<file path="config.mk">
export PLATFORM = sky130hd
export DESIGN_NAME = matrix_local_minima_and_upper_abs_sum_unit
export DESIGN_NICKNAME = d
export VERILOG_FILES = /design/src/rtl/mlmuas_pkg.sv /design/src/rtl/matrix_local_minima_and_upper_abs_sum_unit.sv
export SDC_FILE = /design/constraint.sdc
export NUM_CORES = 1
export LEC_CHECK = 0
export BUFFER_PORTS_ARGS = -buffer_cell sky130_fd_sc_hd__buf_2
export CAP_MARGIN = 20
export CORE_ASPECT_RATIO = 1.4
export CORE_MARGIN = 3
export CORE_UTILIZATION = 50
export CTS_CLUSTER_DIAMETER = 50
export DETAILED_ROUTE_END_ITERATION = 7
export PLACE_DENSITY_LB_ADDON = 0.05
export SLEW_MARGIN = 20
export SYNTH_ARGS = -nofsm -noshare
export SYNTH_HDL_FRONTEND = slang
export SYNTH_SLANG_ARGS = --single-unit
</file>
<file path="constraint.sdc">
create_clock -name clk -period 13.7 [get_ports clk]
set_input_delay 2.74 -clock clk [delete_from_list [all_inputs] [get_ports clk]]
set_output_delay 2.74 -clock clk [all_outputs]
set_load 0.02 [all_outputs]
</file>
<file path="src/rtl/mlmuas_pkg.sv">
// Package with the sizes, types and helpers of the minima and upper sum block.
package mlmuas_pkg;

	// Largest matrix side and element width.
	localparam int MAX_SIZE   = 16;
	localparam int ELEM_WIDTH = 16;

	// Derived and fixed widths.
	localparam int COL_W   = (MAX_SIZE > 2) ? $clog2(MAX_SIZE) : 1;
	localparam int SIDE_W  = $clog2(MAX_SIZE + 1);
	localparam int CFG_W   = 5;
	localparam int COUNT_W = 9;
	localparam int SUM_W   = 22;
	localparam int INC_W   = 3;

	// Matrix side after reset, as written to the register.
	localparam logic [CFG_W-1:0] SIZE_RESET = CFG_W'(16);

	typedef logic signed [ELEM_WIDTH-1:0] elem_t;
	typedef logic [ELEM_WIDTH-1:0]        mag_t;
	typedef logic [COL_W-1:0]             col_t;
	typedef logic [SIDE_W-1:0]            side_t;

	// Clamp a written size into the supported range of sides.
	function automatic side_t clamp_side(input logic [CFG_W-1:0] value);
		int v;
		v = int'(value);
		if (v < 2) begin
			v = 2;
		end
		if (v > MAX_SIZE) begin
			v = MAX_SIZE;
		end
		return SIDE_W'(v);
	endfunction

endpackage

</file>
<file path="src/rtl/matrix_local_minima_and_upper_abs_sum_unit.sv">
// Top level of the strict local minima counter and upper-triangle absolute sum.
//
// Elements of a square signed matrix arrive one per transfer on the input channel
// (in_valid, in_ready, element) in row-major order. cfg_wr_en with cfg_wr_data sets
// the side; values below 2 act as 2 and values above the largest side act as it.
// A write also discards any matrix in progress and must only be made while idle.
// After the last element of a matrix one result leaves on the output channel
// (out_valid, out_ready, minima_count, upper_abs_sum), in the cycle after that
// element's transfer. One element is taken every cycle unless stalled: each element
// needs one read of the single line buffer, issued one transfer ahead, a compare each
// way against its four already seen neighbours and one addition; the line buffer is
// a one-port-write, one-port-read memory with a registered read. Minimum flags for
// the previous and current rows sit in flip-flops, so no flush pass is needed at the
// end. Reset sets the side to 16 and clears the position and the running totals; the
// line buffer needs no clearing since every entry is written before it is read. When
// the receiver stalls, the result waits in the output register and elements keep
// being taken until the last element of the next matrix, which waits for it.
module matrix_local_minima_and_upper_abs_sum_unit
	import mlmuas_pkg::*;
(
	input  logic               clk,
	input  logic               arst_n,
	input  logic               cfg_wr_en,
	input  logic [CFG_W-1:0]   cfg_wr_data,
	input  logic               in_valid,
	output logic               in_ready,
	input  elem_t              element,
	output logic               out_valid,
	input  logic               out_ready,
	output logic [COUNT_W-1:0] minima_count,
	output logic [SUM_W-1:0]   upper_abs_sum
);

	// Position, side and running totals.
	side_t              side_q;
	col_t               row_q;
	col_t               col_q;
	logic [COUNT_W-1:0] tally_q;
	logic [SUM_W-1:0]   total_q;

	// Neighbourhood window and minimum flags of the previous and current rows.
	elem_t               left_q;
	elem_t               ul_q;
	elem_t               up_q;
	elem_t               head_q;
	logic [MAX_SIZE-1:0] pflag_q;
	logic [MAX_SIZE-1:0] cflag_q;

	// Line buffer with its registered read and write-to-read forwarding.
	elem_t line_mem [MAX_SIZE];
	elem_t line_rd_q;
	logic  fwd_q;
	elem_t fwd_data_q;

	// Output register.
	logic               out_valid_q;
	logic [COUNT_W-1:0] count_q;
	logic [SUM_W-1:0]   sum_q;

	// Combinational signals.
	logic                accept;
	side_t               side_m1;
	logic                row_last;
	logic                col_last;
	logic                mat_last;
	logic                has_l;
	logic                has_u;
	logic                has_ul;
	logic                has_ur;
	col_t                col_m1;
	col_t                rd_addr;
	elem_t               up_v;
	elem_t               ur_v;
	logic                x_lt_l, x_lt_ul, x_lt_up, x_lt_ur;
	logic                l_lt_x, ul_lt_x, up_lt_x, ur_lt_x;
	logic                x_flag;
	logic [MAX_SIZE-1:0] pflag_upd;
	logic [MAX_SIZE-1:0] cflag_upd;
	logic                fin_ul, fin_up, fin_l, fin_x;
	logic [INC_W-1:0]    inc;
	logic [COUNT_W-1:0]  tally_nxt;
	mag_t                mag;
	logic                add_en;
	logic [SUM_W-1:0]    total_nxt;
	logic [SUM_W+ELEM_WIDTH-1:0] sum_ext;

	// Position decode and handshake.
	always_comb begin
		side_m1  = side_q - side_t'(1);
		row_last = (side_t'(row_q) == side_m1);
		col_last = (side_t'(col_q) == side_m1);
		mat_last = row_last && col_last;
		in_ready = !out_valid_q || out_ready || !mat_last;
		accept   = in_valid && in_ready;
		has_l    = (col_q != '0);
		has_u    = (row_q != '0);
		has_ul   = has_l && has_u;
		has_ur   = has_u && !col_last;
		col_m1   = col_q - col_t'(1);
		rd_addr  = col_last ? col_t'(1) : (col_q + col_t'(2));
	end

	// Neighbour values: the row head comes from a register, up-right from the buffer.
	always_comb begin
		up_v = (col_q == '0) ? head_q : up_q;
		ur_v = fwd_q ? fwd_data_q : line_rd_q;
	end

	// Compares of the new element against its four already seen neighbours.
	always_comb begin
		x_lt_l  = element < left_q;
		x_lt_ul = element < ul_q;
		x_lt_up = element < up_v;
		x_lt_ur = element < ur_v;
		l_lt_x  = left_q < element;
		ul_lt_x = ul_q < element;
		up_lt_x = up_v < element;
		ur_lt_x = ur_v < element;
		x_flag  = (!has_l || x_lt_l) && (!has_ul || x_lt_ul) &&
			(!has_u || x_lt_up) && (!has_ur || x_lt_ur);
	end

	// Flag updates: each neighbour loses its flag when it is not below the element.
	always_comb begin
		for (int j = 0; j < MAX_SIZE; j++) begin
			pflag_upd[j] = pflag_q[j] &&
				!(has_ul && (j == int'(col_q) - 1) && !ul_lt_x) &&
				!(has_u && (j == int'(col_q)) && !up_lt_x) &&
				!(has_ur && (j == int'(col_q) + 1) && !ur_lt_x);
			if (j == int'(col_q)) begin
				cflag_upd[j] = x_flag;
			end else begin
				cflag_upd[j] = cflag_q[j] && !(has_l && (j == int'(col_q) - 1) && !l_lt_x);
			end
		end
	end

	// Cells whose last neighbour has now arrived are counted.
	always_comb begin
		fin_ul    = has_ul && pflag_q[col_m1] && ul_lt_x;
		fin_up    = has_u && col_last && pflag_q[col_q] && up_lt_x;
		fin_l     = row_last && has_l && cflag_q[col_m1] && l_lt_x;
		fin_x     = mat_last && x_flag;
		inc       = INC_W'(fin_ul) + INC_W'(fin_up) + INC_W'(fin_l) + INC_W'(fin_x);
		tally_nxt = tally_q + COUNT_W'(inc);
	end

	// Absolute value summed for cells above the main diagonal; the total wraps.
	always_comb begin
		mag       = element[ELEM_WIDTH-1] ? (~element + 1'b1) : element;
		add_en    = (col_q > row_q);
		sum_ext   = {{ELEM_WIDTH{1'b0}}, total_q} + {{SUM_W{1'b0}}, mag};
		total_nxt = add_en ? sum_ext[SUM_W-1:0] : total_q;
	end

	// Control state: size, position, totals, flags and output valid.
	always_ff @(posedge clk or negedge arst_n) begin
		if (!arst_n) begin
			side_q      <= clamp_side(SIZE_RESET);
			row_q       <= '0;
			col_q       <= '0;
			tally_q     <= '0;
			total_q     <= '0;
			pflag_q     <= '0;
			cflag_q     <= '0;
			fwd_q       <= 1'b0;
			out_valid_q <= 1'b0;
		end else begin
			// A new result takes the output register; otherwise a transfer empties it.
			if (!cfg_wr_en && accept && mat_last) begin
				out_valid_q <= 1'b1;
			end else if (out_ready) begin
				out_valid_q <= 1'b0;
			end
			if (cfg_wr_en) begin
				side_q  <= clamp_side(cfg_wr_data);
				row_q   <= '0;
				col_q   <= '0;
				tally_q <= '0;
				total_q <= '0;
			end else if (accept) begin
				fwd_q   <= (rd_addr == col_q);
				cflag_q <= cflag_upd;
				if (col_last) begin
					pflag_q <= cflag_upd;
				end else begin
					pflag_q <= pflag_upd;
				end
				if (mat_last) begin
					row_q   <= '0;
					col_q   <= '0;
					tally_q <= '0;
					total_q <= '0;
				end else if (col_last) begin
					row_q   <= row_q + col_t'(1);
					col_q   <= '0;
					tally_q <= tally_nxt;
					total_q <= total_nxt;
				end else begin
					col_q   <= col_q + col_t'(1);
					tally_q <= tally_nxt;
					total_q <= total_nxt;
				end
			end
		end
	end

	// Window shift, forwarding data and result payload.
	always_ff @(posedge clk) begin
		if (accept) begin
			left_q     <= element;
			ul_q       <= up_v;
			up_q       <= ur_v;
			fwd_data_q <= element;
			if (col_q == '0) begin
				head_q <= element;
			end
			if (mat_last) begin
				count_q <= tally_nxt;
				sum_q   <= total_nxt;
			end
		end
	end

	// Line buffer: write the element at its column, read ahead for the next transfer.
	always_ff @(posedge clk) begin
		if (accept) begin
			line_mem[col_q] <= element;
			line_rd_q       <= line_mem[rd_addr];
		end
	end

	assign out_valid     = out_valid_q;
	assign minima_count  = count_q;
	assign upper_abs_sum = sum_q;

endmodule

</file>
==> results of run 1 <==
flip-flops by register name, indices dropped and copies added, names as in the netlist:
register	flops
out_valid	1
pflag_q	16
fwd_data_q	16
cflag_q	16
side_q	5
fwd_q	1
total_q	22
ul_q	16
up_q	16
line_mem	240
tally_q	9
row_q	4
minima_count	9
col_q	4
head_q	16
line_rd_q	16
upper_abs_sum	22
cells in the final DEF, fill, tap and decap left out, types with 38 or more instances in the layout:
master / netlist / final
nand2_1: 238 / 237
buf_2: 10 / 57
clkbuf_16: 0 / 47
and2_1: 40 / 39
dfrtp_1: 77 / 76
nor2_1: 64 / 49
a21oi_1: 50 / 50
inv_1: 61 / 60
mux2_2: 54 / 54
xnor2_1: 43 / 43
a31oi_1: 55 / 55
ha_1: 98 / 97
edfxtp_1: 351 / 351
nand3_1: 42 / 42
a211oi_1: 38 / 38
o21ai_0: 73 / 73
power breakdown:
part	switching [mW]	leakage [nW]	internal [mW]
clock network	0.513	0.752	0.772
logic	0.311	3.70	0.207
registers	0.0502	4.26	1.49
total	0.874	8.71	2.47
cell type report:
class,instances,area [um^2]
clock inverters,24,325.3
flip-flops and latches,429,12500
clock buffers,59,1231
repair buffers,91,540.5
diodes,3,7.507
multi-input cells,1143,8403
fillers,3496,18280
well taps,546,683.2
inverters,63,236.5
logic make-up after synthesis:
| family | after synthesis |
|---|---|
| flip-flops | 429 |
| XOR/XNOR | 57 |
| AND/OR/NAND/NOR | 491 |
| adder cells (fa/ha/maj) | 102 |
| multiplexers | 120 |
| buffers and inverters | 146 |
| AO/OA/AOI/OAI | 373 |
metal layers:
layer	vias to the layer above	GRT usage, %	part of all wire [%]
li1	6635	-	-
met1	7136	31.95	43
met2	334	42.49	51
met3	101	2.731	3.8
met4	0	6.847	2.7
met5	-	0	0
final timing paths:
| kind | endpoint | slack [ns] | cells after the start |
|---|---|---|---|
| max in group asynchronous | col_q[0] | 10.44 | 2 |
| setup / recovery | tally_q[8] | 6.30 | 19 |
| setup reg to reg | tally_q[8] | 7.08 | 21 |
| min in group asynchronous | total_q[21] | 2.04 | 1 |
| hold / removal | total_q[20] | 0.49 | 1 |
| hold reg to reg | total_q[20] | 0.49 | 1 |
==> key figures, run 1 <==
Synthesis
  • Synth Area in Adders: 6.108%
  • Syn_nets: 1,846
  • Post-Synthesis Cell Area: 21,390 um^2
  • Post-synth ARST share: 18.18%
  • Synth warn: 0
  • Synth area leaders: edfxtp_1 49%, dfrtp_1 9.0%, ha_1 5.7%
  • Mapped Cells: 1,718
  • Share of the synthesized area in the top cell type: 49.28%
  • Largest family of logic cells by synthesized area: compound AO/OA/AOI/OAI gates
  • Register area share after synthesis: 58.42%
  • Largest area contributor in the netlist: edfxtp_1
  • Flops & latches, synth: 429
  • Most frequent cell after synthesis: edfxtp_1
  • Multiplexer share of the synthesized area: 7.652%
  • EDFF count, synth: 351
  • Netlist cell types: 81
  • Simple-Gate Fraction of Synth Area: 10.76%
  • Synth Flop Type: edfxtp_1
  • Post-synthesis xor/xnor area fraction: 2.498%
  • Synth Area in Compound Gates: 11.85%
  • Avg Inst Size Synth: 12.45 um^2
  • Synth top cells by count: 351 x edfxtp_1, 238 x nand2_1, 98 x ha_1

Floorplanning
  • Core box area: 42,200 um^2
  • Num ports: 59
  • DIE WIDTH: 180.8 um
  • Site row count: 89
  • Vert. Die Dim: 250.7 um
  • Die area: 45,330 um^2
  • Initial core utilization: 50.67%

Detailed routing
  • DR iter-0 viols: 1,087
  • Avg WL per Cell: 23.25 um
  • Residual DRC count: 0
  • Routed Antenna Nets: 0
  • Routed vias/inst: 6.025
  • Vias: 14,210
  • DR pass1 iterations: 5
  • DRT Wirelength: 54,830 um

Power
  • VDD IR max: 0.1609 mV
  • Pleak: 8.707 nW
  • Pwr Total: 3.343 mW
  • PD cells: 139.7 nW/um^2

Setup path
  • Worst path bufs/invs: 4
  • Slowest stage delay, CP: 0.58 ns
  • WP data arrival: 7.84 ns
  • CP Class: input pin to register
  • Setup crit end kind: register
  • Critical-path cell list: buf_2 -> inv_1 -> ha_1 -> nand4_1 -> or4_4 -> a21oi_2 -> nor3_1 -> mux2_2 -> nor4_1 -> fa_1 -> inv_1 -> fa_1 -> inv_1 -> fa_1 -> nand3_1 -> nor2_1 -> nand3_1 -> xnor2_1 -> a22o_1
  • Critical Path RT: 14.14 ns
  • FF-to-FF Start: col_q[1]
  • Critical-path top delay cell: or4_4
  • Setup crit start: element[15]
  • Crit path launch type: input pin
  • Critical-path maximum fanout: 31
  • Family with the most delay on the worst path: adder cells

Global routing
  • Total track usage: 24.19%
  • Largest net degree at the start of global routing: 67
  • GR Overflow Total: 0
  • Antenna violations before repair: 3
  • First-pass GRT wire length: 85,640 um
  • Vias in the first global route: 14,400

Clock network
  • # hold bufs at CTS: 0
  • Clock Pin Slew Worst Setup and Hold Paths: 0.06 ns
  • Clock Tree Buf Depth: 3
  • CTS buffer count: 46
  • Worst skew pair latency: 0.56 ns
  • Root buf cell: clkbuf_16
  • Post-CTS Resized: 0
  • Number of setup buffers added after CTS: 0
  • CTS tree: built
  • Htree depth: 2
  • Clk sinks: 429

Layout
  • Final Util: 56.69%
  • Nets: 1,902
  • Area Overhead vs Synth: 11.86%
  • Layout Cells excl Fill: 2,358
  • Share of layout cells above drive strength 1: 16.36%
  • Final Cell Area: 23,920 um^2

STA
  • Slew Viols, Final: 0
  • Final Hold Viols: 0
  • Tmin final: 7.400 ns
  • Final setup fails: 0
  • Fin worst setup slack: 6.300 ns
  • Max Clock Skew: 0.02483 ns
  • Period utilization: 54.01%
  • Worst-margin pin slew: 1.106 ns
  • Highest Clock Rate: 135.1 MHz
  • Unrepaired setup endpoints after global routing: false
  • Sum of negative setup slack: 0 ns
  • Hold Slack: 0.4915 ns
  • Max-slew headroom: 25.21%

Placement
  • Gpl congestion: 0.9558
  • I/O Buffers: 58
  • DP Cell Count: 2,272
  • Pre-CTS setup slack: 5.755 ns
  • Final HPWL DP: 37,110 um
  • DP Area: 22,350 um^2

Worst hold path
  • HP Class: register to register
  • HP Start: total_q[20]

Run
  • Max_cap viols: 0

Run status
  • Outcome: finished clean
Power figures use the tool's default switching activity.
==> run 2, diff against run 1 <==
--- a/config.mk
+++ b/config.mk
@@ -5,6 +5,7 @@
 export SDC_FILE = /design/constraint.sdc
 export NUM_CORES = 1
 export LEC_CHECK = 0
+export ABC_AREA = 1
 export BUFFER_PORTS_ARGS = -buffer_cell sky130_fd_sc_hd__buf_2
 export CAP_MARGIN = 20
 export CORE_ASPECT_RATIO = 1.4
==> constraint.sdc (replaced) <==
create_clock -name clk -period 6.6 [get_ports clk]
set_input_delay 1.32 -clock clk [delete_from_list [all_inputs] [get_ports clk]]
set_output_delay 1.32 -clock clk [all_outputs]
set_load 0.02 [all_outputs]
==> run 2 against run 1 <==
Via count increased by 14%. Synthesized area increased by 2.0%. Synthesized cell count is 31% higher. First-iteration DRC count rose by 12%. Worst hold slack worse by 0.0041 ns. Global-route usage grew 2.5 points. Non-clock buffer count increased by 9. Core utilization is 0.16 points higher. Routed wire length grew 13%. Critical path type is now register to register. Largest cell class unchanged.
==> key figures, run 2 <==
Power
  • Internal power: 4.939 mW (+100%)
  • Seq pwr share: 45.7% (-0.4 points)
  • Clk pwr share: 37.1% (-1.3 points)
  • PD cells: 286.8 nW/um^2 (+110%)
  • VDD IR max: 0.2509 mV (+56%)
  • Pleak: 10.05 nW (+15%)
  • Combinational share of power: 17.2% (+1.7 points)
  • Switching pwr: 2.015 mW (+130%)
  • Net Sw Frac: 28.97% (+2.8 points)

Floorplanning
  • Initial core utilization: 51.14% (+0.46 points)
  • DIE WIDTH: 182.5 um (+0.95%)
  • Vert. Die Dim: 253.1 um (+0.96%)
  • Site row count: 89 (unchanged)
  • Core box area: 42,650 um^2 (+1.1%)
  • Num ports: 59 (unchanged)
  • Die area: 46,200 um^2 (+1.9%)

Worst hold path
  • HP Start: total_q[20]
  • HP Class: register to register

Layout
  • Commonest non-fill, non-tap cell in the layout: nand2_1
  • Max FFs per register: 240 (unchanged)
  • Area Overhead vs Synth: 11.16%
  • Filler cell count: 3,748 (+7.2%)
  • Diodes inserted: 0 (-3)
  • Register bank with the most flops: line_mem
  • Most frequent cells in the layout: 536 x nand2_1, 351 x edfxtp_1, 224 x nand3_1, 219 x nor2_1, 216 x inv_1
  • Share of layout cells above drive strength 1: 9.315% (-7.0 points)
  • Nets: 2,444 (+28%)

Setup path
  • Crit path launch type: register
  • Worst path bufs/invs: 4 (unchanged)
  • Critical-path top delay cell: dfrtp_1
  • Family with the most delay on the worst path: simple AND/OR/NAND/NOR gates
  • Setup crit end kind: register
  • Setup crit start: col_q[2]
  • FF-to-FF Start: col_q[2]
  • Critical-path maximum fanout: 16 (-48%)
  • Most common cell on crit path: nand2_1
  • Slowest stage delay, CP: 0.63 ns (+0.05 ns)
  • WP data arrival: 5.73 ns (-2.11 ns)
  • Critical Path RT: 7.03 ns (-7.11 ns)
  • CP Class: register to register

Clock network
  • Worst skew pair latency: 0.57 ns (about the same)
  • # hold bufs at CTS: 0 (unchanged)
  • Post-CTS Resized: 0 (unchanged)
  • Clock Tree Buf Depth: 3 (unchanged)
  • Htree depth: 2 (unchanged)
  • CTS tree: built
  • Clk sinks: 429 (unchanged)
  • Number of setup buffers added after CTS: 0 (unchanged)
  • CTS buffer count: 47 (+2.2%)
  • Root buf cell: clkbuf_16
  • Clock Pin Slew Worst Setup and Hold Paths: 0.06 ns (about the same)

Placement
  • Gpl congestion: 0.9536 (-0.23%)
  • Pre-CTS setup slack: 0.9885 ns (-4.767 ns)
  • Final HPWL DP: 41,200 um (+11%)
  • I/O Buffers: 58 (unchanged)

Synthesis
  • Mapped Cells: 2,259 (+31%)
  • Post-Synthesis Cell Area: 21,810 um^2 (+2.0%)
  • EDFF count, synth: 351 (unchanged)
  • Synth Flop Type: edfxtp_1
  • Largest area contributor in the netlist: edfxtp_1
  • Synth warn: 0 (unchanged)
  • Avg Inst Size Synth: 9.655 um^2 (-22%)
  • Flops & latches, synth: 429 (unchanged)
  • Syn_nets: 2,387 (+29%)
  • Share of the synthesized area in the top cell type: 48.33% (-0.96 points)
  • Synth area leaders: edfxtp_1 48%, nand2_1 9.2%, dfrtp_1 8.8%
  • Netlist cell types: 45 (-44%)
  • Register area share after synthesis: 57.28% (-1.1 points)
  • Post-synth ARST share: 18.18% (unchanged)
  • Most frequent cell after synthesis: nand2_1
  • Synth top cells by count: 537 x nand2_1, 351 x edfxtp_1, 224 x nand3_1

STA
  • Final Hold Viols: 0 (unchanged)
  • Max-slew headroom: 31.97% (+6.8 points)
  • Max Clock Skew: 0.02979 ns (+0.004952 ns)
  • Fin worst setup slack: 1.305 ns (-4.996 ns)
  • Unrepaired setup endpoints after global routing: false
  • Highest Clock Rate: 188.8 MHz
  • Slew Viols, Final: 0 (unchanged)
  • Worst-margin pin slew: 1.019 ns (-0.08688 ns)
  • Period utilization: 80.23%
  • Final setup fails: 0 (unchanged)
  • Tmin final: 5.295 ns
  • Sum of negative setup slack: 0 ns (unchanged)

Global routing
  • GR Overflow Total: 0 (unchanged)
  • Vias in the first global route: 16,130 (+12%)
  • Met1 usage: 33.79% (+1.8 points)
  • Grt peak-use layer: met2
  • M3 GR Usage: 2.888% (+0.16 points)
  • Antenna violations before repair: 0 (-3)
  • Total track usage: 26.72% (+2.5 points)
  • Largest net degree at the start of global routing: 130 (+94%)
  • First-pass GRT wire length: 94,160 um (+10%)
  • Met2 usage: 48.20% (+5.7 points)

Detailed routing
  • DR pass1 iterations: 5 (unchanged)
  • Routed vias/inst: 5.613 (-6.8%)
  • Avg WL per Cell: 21.43 um (-7.8%)
  • Vias: 16,260 (+14%)
  • DR iter-0 viols: 1,216 (+12%)
  • Routed Antenna Nets: 0 (unchanged)
  • Residual DRC count: 0 (unchanged)
  • DRT Wirelength: 62,080 um (+13%)

Run
  • Max_cap viols: 0 (unchanged)

Run status
  • Outcome: finished clean
run 2: worst paths after layout:
check                      slack [ns]     endpoint  depth (start not counted)
setup / recovery                 1.30   tally_q[8]                         29
hold / removal                   0.49  total_q[20]                          2
setup reg to reg                 1.30   tally_q[8]                         29
hold reg to reg                  0.49  total_q[20]                          2
max in group asynchronous        4.84  cflag_q[11]                          2
min in group asynchronous        0.71  total_q[14]                          1
run 2: area by class of cell:
class | instances | area [um^2] | share of cell area [%]
timing repair buffer | 100 | 620.6 | 2.560
inverter | 227 | 855.8 | 3.530
multi-input combinational | 1511 | 8078 | 33.32
clock buffer | 54 | 1234 | 5.088
clock inverter | 30 | 280.3 | 1.156
tap | 546 | 683.2 | 2.818
sequential | 429 | 12490 | 51.53
run 2: cell families after synthesis:
family                   Yosys count  synth area share [%]
AO/OA/AOI/OAI                    325                 8.881
buffers and inverters            319                 5.794
flip-flops                       429                 57.28
multiplexers                      15                0.7745
adder cells (fa/ha/maj)          102                 5.989
XOR/XNOR                          39                 1.601
AND/OR/NAND/NOR                 1030                 19.68
run 2: stage by stage:
step | power (mW) | cells | hold WS, ns | area [um^2] | util [%]
after global placement | 4.407 | 2811 | 0.4651 | 22710 | 53.25
after global routing | 7.265 | 2897 | 0.5255 | 24240 | 56.85
after CTS | 7.004 | 2896 | 0.4916 | 24230 | 56.82
after floorplan | 4.024 | 2259 | 0.4490 | 21810 | -
final | 6.953 | 2897 | 0.4874 | 24240 | 56.85
after detailed placement | 4.420 | 2812 | 0.4754 | 22720 | 53.27
run 2: worst reg2reg max path: cells and delay by family (launching register included):
kind                     cells  cell delay [ns]
XOR/XNOR                     1             0.17
AND/OR/NAND/NOR             19             2.01
flip-flops                   1             0.63
buffers and inverters        4             1.17
AO/OA/AOI/OAI                2             0.31
adder cells (fa/ha/maj)      3             0.88
run 2: power by group through the flow:
stage / Combinational (mW) / Sequential [mW] / Clock [mW]
finish: 1.20 / 3.18 / 2.58
global route: 1.34 / 3.19 / 2.74
CTS: 1.19 / 3.18 / 2.63
detailed placement: 1.19 / 3.23 / 0
global placement: 1.17 / 3.23 / 0
floorplan: 0.822 / 3.20 / 0
run 2: layer usage:
| layer | wire length, um | part of all wire [%] | vias to the layer above |
|---|---|---|---|
| met2 | 31910 | 51 | 479 |
| met5 | 0 | 0 | - |
| met3 | 2781 | 4.5 | 107 |
| li1 | - | - | 7832 |
| met1 | 25580 | 41 | 7843 |
| met4 | 1807 | 2.9 | 0 |
